--- src/rtl/fdm_pkg.sv ---
// ---------------------------------------------------------------------------
// fdm_pkg
// shared types and constants of the filtered differential drive mixer
// ---------------------------------------------------------------------------
package fdm_pkg;

  // boxcar window length per axis
  localparam int WINDOW      = 30;
  localparam int SAMPLE_W    = 10;
  localparam int DUTY_W      = 8;
  localparam int SUM_W       = $clog2(WINDOW * 1023 + 1);

  // floor(sum / WINDOW) as a multiply by a rounded-up reciprocal
  localparam int DIV_SHIFT   = SUM_W + $clog2(WINDOW);
  localparam int RECIP_W     = DIV_SHIFT + 1;
  localparam int PROD_W      = SUM_W + RECIP_W;
  localparam logic [RECIP_W-1:0] DIV_RECIP =
    RECIP_W'((2 ** DIV_SHIFT + WINDOW - 1) / WINDOW);

  // reset contents
  localparam logic [SAMPLE_W-1:0] WINDOW_FILL   = SAMPLE_W'(511);
  localparam logic [SUM_W-1:0]    SUM_RESET     = SUM_W'(WINDOW * 511);
  localparam logic [SAMPLE_W-1:0] CENTRE_RESET  = SAMPLE_W'(511);
  localparam logic [SAMPLE_W-1:0] DB_HIGH_RESET = SAMPLE_W'(531);
  localparam logic [SAMPLE_W-1:0] DB_LOW_RESET  = SAMPLE_W'(451);

  // motor value where forward and backward duty start counting
  localparam logic [SAMPLE_W-1:0] FWD_ZERO = SAMPLE_W'(513);
  localparam logic [SAMPLE_W-1:0] BWD_ZERO = SAMPLE_W'(510);

  // decoupling queue
  localparam int QUEUE_DEPTH = 4;
  localparam int QUEUE_AW    = $clog2(QUEUE_DEPTH);
  localparam int QUEUE_CW    = $clog2(QUEUE_DEPTH + 1);

  typedef enum logic [1:0] {
    REG_CENTRE  = 2'd0,
    REG_DB_HIGH = 2'd1,
    REG_DB_LOW  = 2'd2
  } reg_index_t;

  typedef enum logic [1:0] {
    DIR_STOP = 2'd0,
    DIR_FWD  = 2'd1,
    DIR_BWD  = 2'd2
  } direction_t;

  typedef struct packed {
    logic [SAMPLE_W-1:0] vertical_sample;
    logic [SAMPLE_W-1:0] horizontal_sample;
  } sample_t;

  typedef struct packed {
    logic [DUTY_W-1:0] left_duty;
    direction_t        left_direction;
    logic [DUTY_W-1:0] right_duty;
    direction_t        right_direction;
  } motor_t;

  typedef struct packed {
    logic [DUTY_W-1:0] duty;
    direction_t        direction;
  } motor_side_t;

  typedef struct packed {
    logic [SUM_W-1:0] vertical_sum;
    logic [SUM_W-1:0] horizontal_sum;
  } sums_t;

  typedef struct packed {
    logic [SAMPLE_W-1:0] centre_value;
    logic [SAMPLE_W-1:0] deadband_high;
    logic [SAMPLE_W-1:0] deadband_low;
  } cfg_t;

  typedef struct packed {
    logic full;
    logic empty;
  } queue_status_t;

endpackage

--- src/rtl/fdm_front.sv ---
// ---------------------------------------------------------------------------
// fdm_front
// sample intake: boxcar shift lines and running sums per axis
// ---------------------------------------------------------------------------
module fdm_front import fdm_pkg::*; (
  input  logic          clk,
  input  logic          rst,
  input  logic          sample_valid,
  output logic          sample_stall,
  input  sample_t       sample,
  input  queue_status_t q_status,
  output logic          push,
  output sums_t         entry
);

  logic [SAMPLE_W-1:0] vwin [WINDOW];
  logic [SAMPLE_W-1:0] hwin [WINDOW];
  logic [SUM_W-1:0]    vsum;
  logic [SUM_W-1:0]    hsum;
  logic [SUM_W-1:0]    vsum_next;
  logic [SUM_W-1:0]    hsum_next;

  assign sample_stall = q_status.full;
  assign push         = sample_valid && !q_status.full;

  // oldest sample leaves at the far tap
  assign vsum_next = vsum - SUM_W'(vwin[WINDOW-1]) + SUM_W'(sample.vertical_sample);
  assign hsum_next = hsum - SUM_W'(hwin[WINDOW-1]) + SUM_W'(sample.horizontal_sample);

  assign entry.vertical_sum   = vsum_next;
  assign entry.horizontal_sum = hsum_next;

  always_ff @(posedge clk) begin
    if (rst) begin
      vsum <= SUM_RESET;
      hsum <= SUM_RESET;
      for (int i = 0; i < WINDOW; i++) begin
        vwin[i] <= WINDOW_FILL;
        hwin[i] <= WINDOW_FILL;
      end
    end else if (push) begin
      vsum    <= vsum_next;
      hsum    <= hsum_next;
      vwin[0] <= sample.vertical_sample;
      hwin[0] <= sample.horizontal_sample;
      for (int i = 1; i < WINDOW; i++) begin
        vwin[i] <= vwin[i-1];
        hwin[i] <= hwin[i-1];
      end
    end
  end

endmodule

--- src/rtl/fdm_queue.sv ---
// ---------------------------------------------------------------------------
// fdm_queue
// short first-word-fall-through queue of running sums
// ---------------------------------------------------------------------------
module fdm_queue import fdm_pkg::*; (
  input  logic          clk,
  input  logic          rst,
  input  logic          push,
  input  sums_t         entry_in,
  input  logic          pop,
  output sums_t         entry_out,
  output queue_status_t status
);

  sums_t                mem [QUEUE_DEPTH];
  logic [QUEUE_AW-1:0]  wptr;
  logic [QUEUE_AW-1:0]  rptr;
  logic [QUEUE_CW-1:0]  count;

  assign status.full  = (count == QUEUE_CW'(QUEUE_DEPTH));
  assign status.empty = (count == '0);
  assign entry_out    = mem[rptr];

  always_ff @(posedge clk) begin
    if (push) begin
      mem[wptr] <= entry_in;
    end
  end

  always_ff @(posedge clk) begin
    if (rst) begin
      wptr  <= '0;
      rptr  <= '0;
      count <= '0;
    end else begin
      if (push) begin
        wptr <= (wptr == QUEUE_AW'(QUEUE_DEPTH - 1)) ? '0 : wptr + 1'b1;
      end
      if (pop) begin
        rptr <= (rptr == QUEUE_AW'(QUEUE_DEPTH - 1)) ? '0 : rptr + 1'b1;
      end
      case ({push, pop})
        2'b10:   count <= count + 1'b1;
        2'b01:   count <= count - 1'b1;
        default: count <= count;
      endcase
    end
  end

endmodule

--- src/rtl/fdm_back.sv ---
// ---------------------------------------------------------------------------
// fdm_back
// averaging, steering mix and motor mapping, three registered stages
// ---------------------------------------------------------------------------
module fdm_back import fdm_pkg::*; (
  input  logic   clk,
  input  logic   rst,
  input  cfg_t   cfg,
  input  sums_t  entry,
  input  logic   q_empty,
  output logic   pop,
  output logic   motor_valid,
  input  logic   motor_stall,
  output motor_t motor
);

  // stage 1: averages, stage 2: motor values, stage 3: output register
  logic                v1, v2, v3;
  logic                rdy1, rdy2, rdy3;
  logic [SAMPLE_W-1:0] vavg, havg;
  logic [SAMPLE_W-1:0] left_val, right_val;
  logic [PROD_W-1:0]   vprod, hprod;

  logic                  steer;
  logic signed [SAMPLE_W:0]   offset;
  logic signed [SAMPLE_W:0]   half;
  logic signed [SAMPLE_W+1:0] left_wide, right_wide;
  logic [SAMPLE_W-1:0]        left_mix, right_mix;
  motor_side_t                left_side, right_side;

  function automatic logic [SAMPLE_W-1:0] clamp10(input logic signed [SAMPLE_W+1:0] x);
    logic [SAMPLE_W-1:0] r;
    if (x[SAMPLE_W+1]) begin
      r = '0;
    end else if (x[SAMPLE_W]) begin
      r = '1;
    end else begin
      r = x[SAMPLE_W-1:0];
    end
    return r;
  endfunction

  function automatic motor_side_t drive_side(input logic [SAMPLE_W-1:0] m,
                                             input logic [SAMPLE_W-1:0] db_high,
                                             input logic [SAMPLE_W-1:0] db_low);
    motor_side_t       s;
    logic [SAMPLE_W:0] fwd_diff;
    logic [SAMPLE_W:0] bwd_diff;
    fwd_diff = {1'b0, m} - {1'b0, FWD_ZERO};
    bwd_diff = {1'b0, BWD_ZERO} - {1'b0, m};
    // forward test first, so it wins when the deadband is crossed
    if (m > db_high) begin
      s.direction = DIR_FWD;
      s.duty      = (m > FWD_ZERO) ? fwd_diff[DUTY_W:1] : '0;
    end else if (m < db_low) begin
      s.direction = DIR_BWD;
      s.duty      = (m < BWD_ZERO) ? bwd_diff[DUTY_W:1] : '0;
    end else begin
      s.direction = DIR_STOP;
      s.duty      = '0;
    end
    return s;
  endfunction

  assign rdy3 = !v3 || !motor_stall;
  assign rdy2 = !v2 || rdy3;
  assign rdy1 = !v1 || rdy2;
  assign pop  = !q_empty && rdy1;

  assign vprod = PROD_W'(entry.vertical_sum) * PROD_W'(DIV_RECIP);
  assign hprod = PROD_W'(entry.horizontal_sum) * PROD_W'(DIV_RECIP);

  // steering mix
  assign steer  = (havg > cfg.deadband_high) || (havg < cfg.deadband_low);
  assign offset = $signed({1'b0, havg}) - $signed({1'b0, cfg.centre_value});
  // halve, rounding toward zero
  assign half   = (offset + $signed({{SAMPLE_W{1'b0}}, offset[SAMPLE_W]})) >>> 1;
  assign left_wide  = $signed({2'b00, vavg}) - $signed({half[SAMPLE_W], half});
  assign right_wide = $signed({2'b00, vavg}) + $signed({half[SAMPLE_W], half});
  assign left_mix   = steer ? clamp10(left_wide)  : vavg;
  assign right_mix  = steer ? clamp10(right_wide) : vavg;

  assign left_side  = drive_side(left_val,  cfg.deadband_high, cfg.deadband_low);
  assign right_side = drive_side(right_val, cfg.deadband_high, cfg.deadband_low);

  assign motor_valid = v3;

  always_ff @(posedge clk) begin
    if (rst) begin
      v1 <= 1'b0;
      v2 <= 1'b0;
      v3 <= 1'b0;
    end else begin
      if (rdy1) begin
        v1 <= pop;
      end
      if (rdy2) begin
        v2 <= v1;
      end
      if (rdy3) begin
        v3 <= v2;
      end
    end
  end

  always_ff @(posedge clk) begin
    if (pop) begin
      vavg <= vprod[DIV_SHIFT +: SAMPLE_W];
      havg <= hprod[DIV_SHIFT +: SAMPLE_W];
    end
    if (v1 && rdy2) begin
      left_val  <= left_mix;
      right_val <= right_mix;
    end
    if (v2 && rdy3) begin
      motor.left_duty       <= left_side.duty;
      motor.left_direction  <= left_side.direction;
      motor.right_duty      <= right_side.duty;
      motor.right_direction <= right_side.direction;
    end
  end

endmodule

--- src/rtl/filtered_differential_drive_mixer_unit.sv ---
// ---------------------------------------------------------------------------
// filtered_differential_drive_mixer_unit
// joystick pair in, moving-average filter, arcade mix, two motor duties out
// ---------------------------------------------------------------------------
//
//   channel  direction  handshake                 payload
//   sample   in         sample_valid/sample_stall sample_t (vertical, horizontal)
//   motor    out        motor_valid/motor_stall   motor_t (duty and direction x2)
//   cfg      in         cfg_we                    cfg_index, cfg_data
//
// one sample transfer per cycle sustained while sample_stall is low; a result
// leaves through the queue write, divide, mix and map registers, in that order
// the front updates window shift lines and running sums in the transfer cycle
// and a four-entry queue feeds the three-stage back pipeline
// synchronous reset fills both windows with 511 directly, no clearing pass
// motor stalls fill the back stages, then the queue; only a full queue raises sample_stall
//
module filtered_differential_drive_mixer_unit import fdm_pkg::*; (
  input  logic                clk,
  input  logic                rst,
  // sample channel
  input  logic                sample_valid,
  output logic                sample_stall,
  input  sample_t             sample,
  // motor channel
  output logic                motor_valid,
  input  logic                motor_stall,
  output motor_t              motor,
  // configuration writes
  input  logic                cfg_we,
  input  logic [1:0]          cfg_index,
  input  logic [SAMPLE_W-1:0] cfg_data
);

  cfg_t          cfg;
  sums_t         front_entry;
  sums_t         back_entry;
  queue_status_t q_status;
  logic          q_push;
  logic          q_pop;

  // configuration registers, unknown indexes dropped
  always_ff @(posedge clk) begin
    if (rst) begin
      cfg.centre_value  <= CENTRE_RESET;
      cfg.deadband_high <= DB_HIGH_RESET;
      cfg.deadband_low  <= DB_LOW_RESET;
    end else if (cfg_we) begin
      case (cfg_index)
        REG_CENTRE:  cfg.centre_value  <= cfg_data;
        REG_DB_HIGH: cfg.deadband_high <= cfg_data;
        REG_DB_LOW:  cfg.deadband_low  <= cfg_data;
        default:     cfg <= cfg;
      endcase
    end
  end

  // front: window update and running sums
  fdm_front u_front (
    .clk          (clk),
    .rst          (rst),
    .sample_valid (sample_valid),
    .sample_stall (sample_stall),
    .sample       (sample),
    .q_status     (q_status),
    .push         (q_push),
    .entry        (front_entry)
  );

  // decoupling queue between intake and motor pipeline
  fdm_queue u_queue (
    .clk       (clk),
    .rst       (rst),
    .push      (q_push),
    .entry_in  (front_entry),
    .pop       (q_pop),
    .entry_out (back_entry),
    .status    (q_status)
  );

  // back: average, mix, motor mapping
  fdm_back u_back (
    .clk         (clk),
    .rst         (rst),
    .cfg         (cfg),
    .entry       (back_entry),
    .q_empty     (q_status.empty),
    .pop         (q_pop),
    .motor_valid (motor_valid),
    .motor_stall (motor_stall),
    .motor       (motor)
  );

`ifndef SYNTHESIS
  // front never writes into a full queue
  a_no_overflow: assert property (@(posedge clk) disable iff (rst)
    q_push |-> !q_status.full)
    else $error("queue written while full");

  // back never reads an empty queue
  a_no_underflow: assert property (@(posedge clk) disable iff (rst)
    q_pop |-> !q_status.empty)
    else $error("queue read while empty");

  // a stopped motor carries no duty
  a_stop_duty: assert property (@(posedge clk) disable iff (rst)
    (motor_valid && (motor.left_direction == DIR_STOP || motor.right_direction == DIR_STOP))
    |-> ((motor.left_direction != DIR_STOP || motor.left_duty == '0) &&
         (motor.right_direction != DIR_STOP || motor.right_duty == '0)))
    else $error("stopped motor with nonzero duty");
`endif

endmodule

--- config.mk ---
export PLATFORM = sky130hd
export DESIGN_NAME = filtered_differential_drive_mixer_unit
export DESIGN_NICKNAME = d
export VERILOG_FILES = /design/src/rtl/fdm_pkg.sv /design/src/rtl/fdm_front.sv /design/src/rtl/fdm_queue.sv /design/src/rtl/fdm_back.sv /design/src/rtl/filtered_differential_drive_mixer_unit.sv
export SDC_FILE = /design/constraint.sdc
export NUM_CORES = 1
export LEC_CHECK = 0
export BUFFER_PORTS_ARGS = -buffer_cell sky130_fd_sc_hd__buf_2
export CORE_UTILIZATION = 50
export CTS_CLUSTER_DIAMETER = 80
export CTS_CLUSTER_SIZE = 24
export DETAILED_ROUTE_END_ITERATION = 16
export PLACE_DENSITY = 0.66
export SLEW_MARGIN = 20
export SYNTH_ARGS = -nofsm -noshare
export SYNTH_HDL_FRONTEND = slang
export SYNTH_SLANG_ARGS = --single-unit
--- constraint.sdc ---
create_clock -name clk -period 17.15 [get_ports clk]
set_input_delay 0.8575 -clock clk [delete_from_list [all_inputs] [get_ports clk]]
set_output_delay 0.8575 -clock clk [all_outputs]
set_load 0.005 [all_outputs]
Yosys cells after proc, flatten, opt, wreduce, memory -nomap -nowiden. Memories as Yosys holds them, arrays and structs flattened. A register that Yosys moved wholly into a read port is not among the register bits. Index checks and enable logic that the tools add are counted.

Flip-flop bits (word level): 130. Memory bits (writable): 720. Bits of input ports: 37. Memories kept: 3.

Memory list: u_front.hwin (depth 30, bits a word 10, rd ports 30, clocked after memory_dff 0, wr ports 30, RTL line fdm_front.sv:17) `logic [SAMPLE_W-1:0] hwin [WINDOW];`; u_front.vwin (depth 30, bits a word 10, rd ports 30, clocked after memory_dff 0, wr ports 30, RTL line fdm_front.sv:16) `logic [SAMPLE_W-1:0] vwin [WINDOW];`; u_queue.mem (depth 4, bits a word 30, rd ports 1, clocked after memory_dff 1, wr ports 1, RTL line fdm_queue.sv:15) `sums_t mem [QUEUE_DEPTH];`.

Add/subtract/negate cells: 16. $mul: 2. Order comparisons: 10. Eq/ne operators: 7. Muxes and demuxes: 85. Bitwise gates (word level): 60. Reductions and logical operators: 20.

Operator list (number): $mux 10 (70); $mul 15x16->30 const B (2); $or 1x1->1 (60); $mux 8 (4); $add 15x10->15 (2); $gt 10x10->1 (3); $lt 10x10->1 (3); $sub 15x10->15 (2); $gt 10x10->1 const B (2); $lt 10x9->1 const B (2); $sub 9x1->9 const B (2); $sub 9x9->9 const A (2); $add 11x10->12 (1); $sub 11x10->12 (1); $add 11x2->11 (1); $sub 10x10->11 (1); $eq 2x2->1 const B (4); $mux 2 (4); $logic_not 1->1 (6); $mux 1 (6); $pmux 3 s2 (1); $reduce_and 2->1 (3); $add 2x1->2 const B (2); $eq 2x1->1 const B (2); other kinds (8) (14).

Logic depth before layout (Yosys ltp).
Depth after elaboration: 7. Depth in mapped cells: 22. Depth with buffers taken out: 22.

By module. From an unflattened synthesis, not the netlist that was laid out.

Cells, all modules: 3120. Area total of the unflattened synthesis: 41323.4 µm².

Modules (own cells, without submodules): fdm_front (times used 1, cells an instance 1720, area an instance 25304.3 µm², sequential area each 18617.9 µm²); fdm_back (times used 1, cells an instance 1077, area an instance 10028.4 µm², sequential area each 1861.8 µm²); fdm_queue (times used 1, cells an instance 204, area an instance 4775.8 µm², sequential area each 3783.6 µm²); filtered_differential_drive_mixer_unit (times used 1, cells an instance 119, area an instance 1214.9 µm², sequential area each 600.6 µm²).

Least setup slack after synthesis. No wires, ideal clock.

Path type: input port to flip-flop. Start: input sample_valid. End: memory u_front.hwin[0][0] (enable). Arrival: 11.127 ns. Setup slack: 1.761 ns. Stages: 4. Cell sequence: nor2b_1 -> inv_2 -> clkbuf_1 -> nand2_1.

RTL lines: start, declared (RTL line filtered_differential_drive_mixer_unit.sv:22) `input logic sample_valid,`; end, declared (RTL line fdm_front.sv:17).

==> reports/metrics.yaml <==
status:
  status: "finished, final reports clean"
synth:
  synth_seq_cells: 852
  yosys-top-cells-area: "edfxtp_1 (57%), ha_1 (9.1%), or3_1 (4.8%)"
  synth.area.mux_share_pct: 1.72
  synth_compound_area_share_pct: 5.69
  syn-cell-area_um2: 40900
  synth_fa_ha_area_share_pct: 12.4
  synth_top_area_share_pct: 57.2
  yosys.area.top_type: "edfxtp_1"
  yosys.area_share.simple_pct: 13.8
  ys_types: 88
  async_flop_share_pct: 0
  ys.flop_type: "edfxtp_1"
  yosys_warnings: 0
  synthXorXnorAreaFrac_pct: 1.69
  synthCells: 3078
  synth_top_family_by_area: "simple AND/OR/NAND/NOR gates"
  synth_edf_count: 780
  synth_fp_nets: 3480
  synth_area_per_cell_um2: 13.3
  ys_seq_area_share_pct: 60.8
clock_network:
  clkTransAtPathRegs_ns: 0.08
  cts_resized: 0
  cts_tree: "done"
  cts-root-buf: "clkbuf_16"
  cts_hold_buf: 0
  clockBufferDepth: 3
  postCtsSetupBuffers: 0
  clk_latency_ns: 0.63
  cts_max_level: 2
  clock-sinks: 852
  numCtsBuffers: 46
worst_setup_path:
  cp_data_required_time_ns: 17.49
  cp-start-kind: "flop"
  arrival_ns: 6.28
  cp_max_fo: 30
  crit_path_end_kind: "flop"
  critPathKind: "flop to flop"
floorplanning:
  ios: 59
  initial_core_util_pct: 50.6
  rows: 104
  core_um2: 80800
  die_area_um2: 83000
  die_h_um: 288
  dieWidth_um: 288
sta:
  worst_pin_slew_ns: 1.12
  maxSlewHeadroom_pct: 25.5
  max_clock_freq_mhz: 168
  fin_crit_sh_pct: 34.6
  hold_violations: 0
  holdWs_ns: 0.462
  period_needed_ns: 5.94
  finClkSkew_ns: 0.0343
  rsz0062_at_grt: "no"
  maxSlewViolCount: 0
  fin_tns_setup_ns: 0
  setup_viol_count_final: 0
placement:
  dp.final_hpwl_um: 48900
  gp_congestion: 0.866
  io_buffers: 58
routing:
  drtAntennaViolNets: 0
  post-route-drc-count: 0
  wire_per_inst_um: 18.0
  vias_per_cell: 5.50
  drt-initial-drc-count: 1689
  wl_um: 74800
  vias: 22832
  first_pass_iters: 5
run:
  cap_violations: 0
hold_path:
  hold_path.class: "flop to flop"
finish:
  filler_cell_count: 6602
  area_growth_syn_to_layout_pct: 6.49
  multiInputGateArea_um2: 14500
  ff_latch_area_um2: 24900
  utilization_pct: 53.9
  layout-drive-gt1-share_pct: 14.1
  fin_nets: 3458
global_route:
  gr-total-overflow: 0
  grt_pass1_wl_um: 121000
  grt_max_degree: 203
  grt.total_usage_pct: 18.3
  antenna_found_initial: 1
  grt_pass1_vias: 22711
## logic make-up after synthesis
family                     Yosys count
xor gates and xnor gates            76
DFF                                852
adders and majority gates          365
and+or+nand+nor                    997
muxes                               33
AOI/OAI and AO/OA                  345
buffers and inverters              410
## cell type report
| cell class | instances | area share (%) |
|---|---|---|
| antenna | 1 | 0.00574 |
| sequential | 852 | 57.1 |
| clock inverter | 12 | 0.368 |
| timing repair buffer | 76 | 1.06 |
| clock buffer | 73 | 2.92 |
| inverter | 264 | 2.29 |
| tap | 1060 | 3.04 |
| multi-input combinational | 1816 | 33.3 |
## sequential cells by signal (all words and copies together) (netlist names), 15 cells and up, named ones only
name / cells
cfg: 30
u_back.motor: 20
u_front.hsum: 15
u_front.hwin: 300
u_front.vsum: 15
u_front.vwin: 300
u_queue.mem: 120
## critical path, stage by stage, from the launching register on
cell      delay, ns
dfxtp_2        0.32
buf_4          0.48
mux4_2         0.65
ha_1           0.35
fa_1           0.51
inv_1          0.05
fa_1           0.49
inv_1          0.05
fa_1           0.38
ha_1           0.29
ha_1           0.33
a21oi_1        0.13
o21ai_0        0.10
a221o_1        0.39
o21a_1         0.23
o211ai_1       0.22
a21boi_0       0.15
o21a_1         0.22
o21ai_0        0.20
xnor2_1        0.10
## Yosys cell counts, types with 42 or more instances
master	number
nor2_1	100
or3_1	316
edfxtp_1	780
o21ai_0	49
or2_2	223
a21oi_1	97
and3_1	45
ha_1	299
nand2_1	144
clkbuf_1	132
fa_1	66
nor2b_1	42
dfxtp_1	72
inv_1	262
xnor2_1	54
## cells in the final DEF, fill, tap and decap left out, drive strengths merged, types with 73 or more instances in the layout
master,instances
or3,317
a21oi,101
clkbuf,73
nand2,144
ha,299
inv,269
buf,76
nor2,102
or2,223
edfxtp,780
## path summary, 6_finish.rpt
| kind | startpoint | to | slack (ns) | cells after the start |
|---|---|---|---|---|
| max | flop | u_back.havg[9]$_DFFE_PP_ | 11.21 | 19 |
| min | cfg[4]$_SDFFE_PP0P_ | cfg[4]$_SDFFE_PP0P_ | 0.46 | 2 |
| max reg2reg | flop | u_back.havg[9]$_DFFE_PP_ | 11.21 | 19 |
| min reg2reg | cfg[4]$_SDFFE_PP0P_ | cfg[4]$_SDFFE_PP0P_ | 0.46 | 2 |
## per-layer routing
layer  GRT usage, %  share of wire, %  vias up
li1               -                 -    11068
met4           4.19               1.9        2
met5              0             0.013        -
met2           29.2                47      308
met1           26.7                48    11364
met3           2.10               3.1       90
## metrics by stage
step	instance area, µm²	setup slack, ns	instances
final	43600	11.21	4154
after global routing	43600	10.83	4153
after CTS	43600	11.12	4153
after detailed placement	42100	11.15	4068
after global placement	42100	11.11	4068
after floorplan	40900	1.76	3078
Power is not shown: default switching activity piles up to over one toggle a cycle in this logic, so the estimate is an artifact.
